`src/poram_pkg.sv`:
```
package poram_pkg;

  localparam int unsigned BLOCK_ID_BITS = 6;
  localparam int unsigned NUM_BLOCKS    = 64;
  localparam int unsigned SLOT_ID_BITS  = 7;
  localparam logic [SLOT_ID_BITS-1:0] DUMMY_ID = 7'd64;
  localparam int unsigned LEAF_IN_BITS  = 3;

  localparam logic OP_READ  = 1'b0;
  localparam logic OP_WRITE = 1'b1;

  // Commands from the controller to the datapath.
  typedef struct packed {
    logic load;        // capture the request and remap the block
    logic get_leaf;    // latch the block's old leaf from the leaf map read
    logic rd_slot;     // fetch one tree slot
    logic put_slot;    // insert the fetched slot into the stash
    logic put_write;   // insert the write payload into the stash
    logic find_req;    // look up the requested block in the stash
    logic pick_id;     // test one block id for eviction at the current level
    logic wr_slot;     // write one slot of the current bucket
    logic clr_pick;    // clear the pick list for a new level
    logic done;        // result is ready
  } poram_cmd_t;

  // Status from the datapath to the controller.
  typedef struct packed {
    logic pick_full;
  } poram_sts_t;

endpackage

```
`src/poram_ctrl.sv`:
```
module poram_ctrl import poram_pkg::*; #(
  parameter int unsigned TREE_LEVELS      = 4,
  parameter int unsigned SLOTS_PER_BUCKET = 4
) (
  input  logic       clk,
  input  logic       rst_n,
  input  logic       start,
  input  logic       out_free,
  input  poram_sts_t sts,
  output poram_cmd_t cmd,
  output logic       busy,
  output logic [$clog2(TREE_LEVELS)-1:0]     level,
  output logic [$clog2(SLOTS_PER_BUCKET+1)-1:0] slot,
  output logic [BLOCK_ID_BITS-1:0]           scan_id,
  output logic [BLOCK_ID_BITS-1:0]           scan_nxt
);

  localparam int unsigned LVW = $clog2(TREE_LEVELS);
  localparam int unsigned SW  = $clog2(SLOTS_PER_BUCKET + 1);
  localparam logic [LVW-1:0] LAST_LEVEL = LVW'(TREE_LEVELS - 1);
  localparam logic [SW-1:0]  LAST_SLOT  = SW'(SLOTS_PER_BUCKET - 1);

  localparam logic [3:0] S_IDLE  = 4'd0;
  localparam logic [3:0] S_LOAD  = 4'd1;
  localparam logic [3:0] S_RDS   = 4'd2;
  localparam logic [3:0] S_PUTS  = 4'd3;
  localparam logic [3:0] S_WPUT  = 4'd4;
  localparam logic [3:0] S_FIND  = 4'd5;
  localparam logic [3:0] S_PICK  = 4'd6;
  localparam logic [3:0] S_WRS   = 4'd7;
  localparam logic [3:0] S_DONE  = 4'd8;

  logic [3:0]     state_r, state_nxt;
  logic [LVW-1:0] level_r, level_nxt;
  logic [SW-1:0]  slot_r, slot_nxt;
  logic [BLOCK_ID_BITS-1:0] id_r, id_nxt;

  assign busy     = (state_r != S_IDLE);
  assign level    = level_r;
  assign slot     = slot_r;
  assign scan_id  = id_r;
  // The leaf map is read with the next id, so its registered output matches the id under test.
  assign scan_nxt = id_nxt;

  always_comb begin
    state_nxt = state_r;
    level_nxt = level_r;
    slot_nxt  = slot_r;
    id_nxt    = id_r;
    cmd       = '0;
    case (state_r)
      S_IDLE: begin
        if (start) begin
          cmd.load  = 1'b1;
          state_nxt = S_LOAD;
        end
      end
      S_LOAD: begin
        cmd.get_leaf = 1'b1;
        level_nxt    = '0;
        slot_nxt     = '0;
        state_nxt    = S_RDS;
      end
      S_RDS: begin
        cmd.rd_slot = 1'b1;
        state_nxt   = S_PUTS;
      end
      S_PUTS: begin
        cmd.put_slot = 1'b1;
        state_nxt    = S_RDS;
        if (slot_r == LAST_SLOT) begin
          slot_nxt = '0;
          if (level_r == LAST_LEVEL) state_nxt = S_WPUT;
          else level_nxt = level_r + LVW'(1);
        end else begin
          slot_nxt = slot_r + SW'(1);
        end
      end
      S_WPUT: begin
        cmd.put_write = 1'b1;
        state_nxt     = S_FIND;
      end
      S_FIND: begin
        cmd.find_req = 1'b1;
        cmd.clr_pick = 1'b1;
        level_nxt    = LAST_LEVEL;
        id_nxt       = '0;
        state_nxt    = S_PICK;
      end
      S_PICK: begin
        if (sts.pick_full) begin
          slot_nxt  = '0;
          state_nxt = S_WRS;
        end else begin
          cmd.pick_id = 1'b1;
          id_nxt      = id_r + BLOCK_ID_BITS'(1);
          if (id_r == BLOCK_ID_BITS'(NUM_BLOCKS - 1)) begin
            slot_nxt  = '0;
            state_nxt = S_WRS;
          end
        end
      end
      S_WRS: begin
        cmd.wr_slot = 1'b1;
        if (slot_r == LAST_SLOT) begin
          if (level_r == '0) begin
            state_nxt = S_DONE;
          end else begin
            level_nxt    = level_r - LVW'(1);
            id_nxt       = '0;
            cmd.clr_pick = 1'b1;
            state_nxt    = S_PICK;
          end
        end else begin
          slot_nxt = slot_r + SW'(1);
        end
      end
      S_DONE: begin
        if (out_free) begin
          cmd.done  = 1'b1;
          state_nxt = S_IDLE;
        end
      end
      default: state_nxt = S_IDLE;
    endcase
  end

  always_ff @(posedge clk) begin
    if (!rst_n) begin
      state_r <= S_IDLE;
      level_r <= '0;
      slot_r  <= '0;
      id_r    <= '0;
    end else begin
      state_r <= state_nxt;
      level_r <= level_nxt;
      slot_r  <= slot_nxt;
      id_r    <= id_nxt;
    end
  end

endmodule

```
`config.mk`:
```
export PLATFORM = sky130hd
export DESIGN_NAME = poram_ctrl
export DESIGN_NICKNAME = d
export VERILOG_FILES = /design/src/poram_pkg.sv /design/src/poram_ctrl.sv
export SDC_FILE = /design/constraint.sdc
export NUM_CORES = 1
export LEC_CHECK = 0
export BUFFER_PORTS_ARGS = -buffer_cell sky130_fd_sc_hd__buf_2
export CAP_MARGIN = 20
export CELL_PAD_IN_SITES_DETAIL_PLACEMENT = 2
export CELL_PAD_IN_SITES_GLOBAL_PLACEMENT = 2
export CORE_UTILIZATION = 28
export CTS_CLUSTER_DIAMETER = 120
export DETAILED_ROUTE_END_ITERATION = 12
export HOLD_SLACK_MARGIN = 0.02
export PLACE_DENSITY_LB_ADDON = 0.1
export SYNTH_ARGS = -nofsm -noshare
export SYNTH_HDL_FRONTEND = slang
export SYNTH_SLANG_ARGS = --single-unit
export TNS_END_PERCENT = 1
```
`constraint.sdc`:
```
create_clock -name clk -period 2.4 [get_ports clk]
set_input_delay 0.12 -clock clk [delete_from_list [all_inputs] [get_ports clk]]
set_output_delay 0.12 -clock clk [all_outputs]
set_load 0.05 [all_outputs]
```
==> impl_metrics.ini <==
[flow_run]
cap_violations = 0

[detailed_routing]
wirelength_um = 3610
via_per_inst = 5.34
vias = 1149
drt_iter0_drc = 54
post_drt_wl_per_cell_um = 16.8
first_pass_iters = 4
drc = 0
ant_nets = 0

[setup_path]
cp-startpoint = slot[0]
end_kind = primary output
critPathKind = register to primary output
crit_top_cell = ha_1
crit_fanout = 4
cpPeakStageDelay_ns = 0.38
crit_slowest_cell = dfxtp_1
r2r-start = slot[0]
cp.required_ns = 2.28
crit_arrival_ns = 1.99
path_cells = ha_1 -> ha_1 -> o21ai_0 -> a211o_1 -> a21oi_2 -> a21oi_1 -> buf_2
startpoint_type = register

[cells_and_area]
syn2layout_area_growth_pct = 24.6
fin_util_pct = 36.8
finalNonFillerCells = 215
drive_gt1_share_pct = 31.1
layout.nets = 177
antenna_cells = 0

[placement]
portBuffers = 32
dp.cells = 211
gp_congestion = 0.835
dp.final_hpwl_um = 2780

[clock_network]
cts-root-buf = clkbuf_8
cts_setup_buffers = 0
cts-htree-levels = 1
clock-sinks = 15
clkTransAtPathRegs_ns = 0.07
insertion_delay_ns = 0.25
postCtsResizedCells = 0
cts_buffers = 3
cts.path.max_buffers = 2
cts_tree = yes
postCtsHoldBufs = 0

[grt]
grt_pass1_vias = 1262
gr-total-overflow = 0
grt_usage_pct = 19.5
grt_pass1_wl_um = 6200
grt_max_degree = 17
antenna_found_initial = 0

[timing]
fin_skew_ns = 0.00244
fmax_mhz = 473
rsz0062_at_grt = false
maxSlewHeadroom_pct = 63.4
worst_slew_pin_slew_ns = 0.549
fin_setup_tns_ns = 0
setup_viol = 0
hold_viol_final = 0
min_period_ns = 2.11
fin_crit_sh_pct = 88.1
final_max_slew_viol_count = 0

[synth]
synth_seq_cells = 15
avgSynthCellArea_um2 = 8.06
yosysWarnings = 0
async_flop_share_pct = 0
synth_area_mm2 = 0.00109
synth.most_common_cell = dfxtp_1
yosysTopAreaCellShare_pct = 27.6
synth-edff-count = 0
synth_common_cells = 15 x dfxtp_1, 13 x nand2_1, 11 x a21oi_1, 11 x nor2_1
ys.flop_type = dfxtp_1
synth_nets = 144
synthTopCellsByArea = dfxtp_1 28%, a21oi_1 5.1%, ha_1 4.6%
seq_area_frac_synth_pct = 27.6
synth.largest_area_cell = dfxtp_1
synthCells = 135
ys_types = 46

[hold_path]
min_from = rst_n
hold_path.class = input pin to register

[die]
start_util_pct = 29.5
num_rows = 22
die_h_um = 64.4
die_w_um = 64.4
dieArea_mm2 = 0.00414
io_pins = 33
core_mm2 = 0.00369

[status]
status = finished clean

[pwr]
p_leak_nw = 0.596
powerDensity_mw_per_mm2 = 455
peakVddDrop_mv = 0.193
==> report_power, final <==
group / switching [mW] / internal (mW) / total, mW
clock: 0.0989 / 0.115 / 0.214
sequential: 0.0220 / 0.257 / 0.279
combinational: 0.0882 / 0.0359 / 0.124
==> registers in the layout, summed over array words and instances (netlist names) <==
register	count
state_r	4
level	2
slot	3
scan_id	6
==> placed cells by master, fill, tap and decap left out, drive strengths merged, types with 2 or more instances in the layout <==
| cell | n |
|---|---|
| and4b | 2 |
| a2111oi | 2 |
| and3 | 3 |
| nor2b | 3 |
| nor2 | 11 |
| ha | 4 |
| nand3 | 2 |
| inv | 5 |
| o21ai | 6 |
| a211oi | 4 |
| and2 | 4 |
| or3 | 2 |
| o21a | 6 |
| nor3 | 4 |
| clkbuf | 3 |
| nand2 | 13 |
| nand2b | 3 |
| a21oi | 11 |
| nor4 | 3 |
| buf | 37 |
| a31oi | 3 |
| dfxtp | 15 |
==> final timing paths <==
kind                            slack [ns]  depth (start not counted)          end
worst max-delay path                  0.29                          7  scan_nxt[0]
worst min-delay path                  0.22                          2   state_r[3]
worst max register to register        0.48                          6      slot[2]
worst min register to register        0.51                          2      slot[1]
==> critical path: cells and delay by family, from the launching register on <==
family,cells,cell delay (ns)
buf+inv,1,0.22
flops,1,0.38
fa+ha+maj,2,0.39
compound gates,4,0.75
==> area by class of cell <==
| class | count | area [um^2] |
|---|---|---|
| clock buffer | 3 | 41.3 |
| clock inverter | 1 | 5.00 |
| fill | 435 | 2330 |
| inverter | 5 | 18.8 |
| multi-input combinational | 106 | 733 |
| sequential | 15 | 300 |
| tap | 48 | 60.1 |
| timing repair buffer | 37 | 198 |
==> through the flow <==
stage	setup slack, ns	hold WS [ns]	area (um^2)	total power [mW]
6_report	0.286	0.216	1360	0.617
2_1_floorplan	-0.353	0.276	1090	0.372
3_3_place_gp	0.523	0.474	1300	0.403
4_1_cts	0.166	0.214	1350	0.633
3_5_place_dp	0.455	0.492	1300	0.409
5_1_grt	0.0784	0.234	1360	0.648
==> cells by family (layout without fill, tap and decap cells) <==
group                      after synthesis  in the layout  share of synthesized area (%)
buffers and inverters                   14             46                           6.44
AOI/OAI and AO/OA                       43             43                           28.6
muxes                                    1              1                           1.38
and+or+nand+nor                         58             58                           31.4
DFF                                     15             15                           27.6
adders and majority gates                4              4                           4.60
==> routing by layer <==
metal  GRT usage [%]  up-vias  wire (um)
met5               0        -          0
met4            5.83        0         24
met3            2.86        2        115
met2            35.0       20       1830
met1            23.5      567       1640
li1                -      560          -
(Power assumes the default switching activity.)
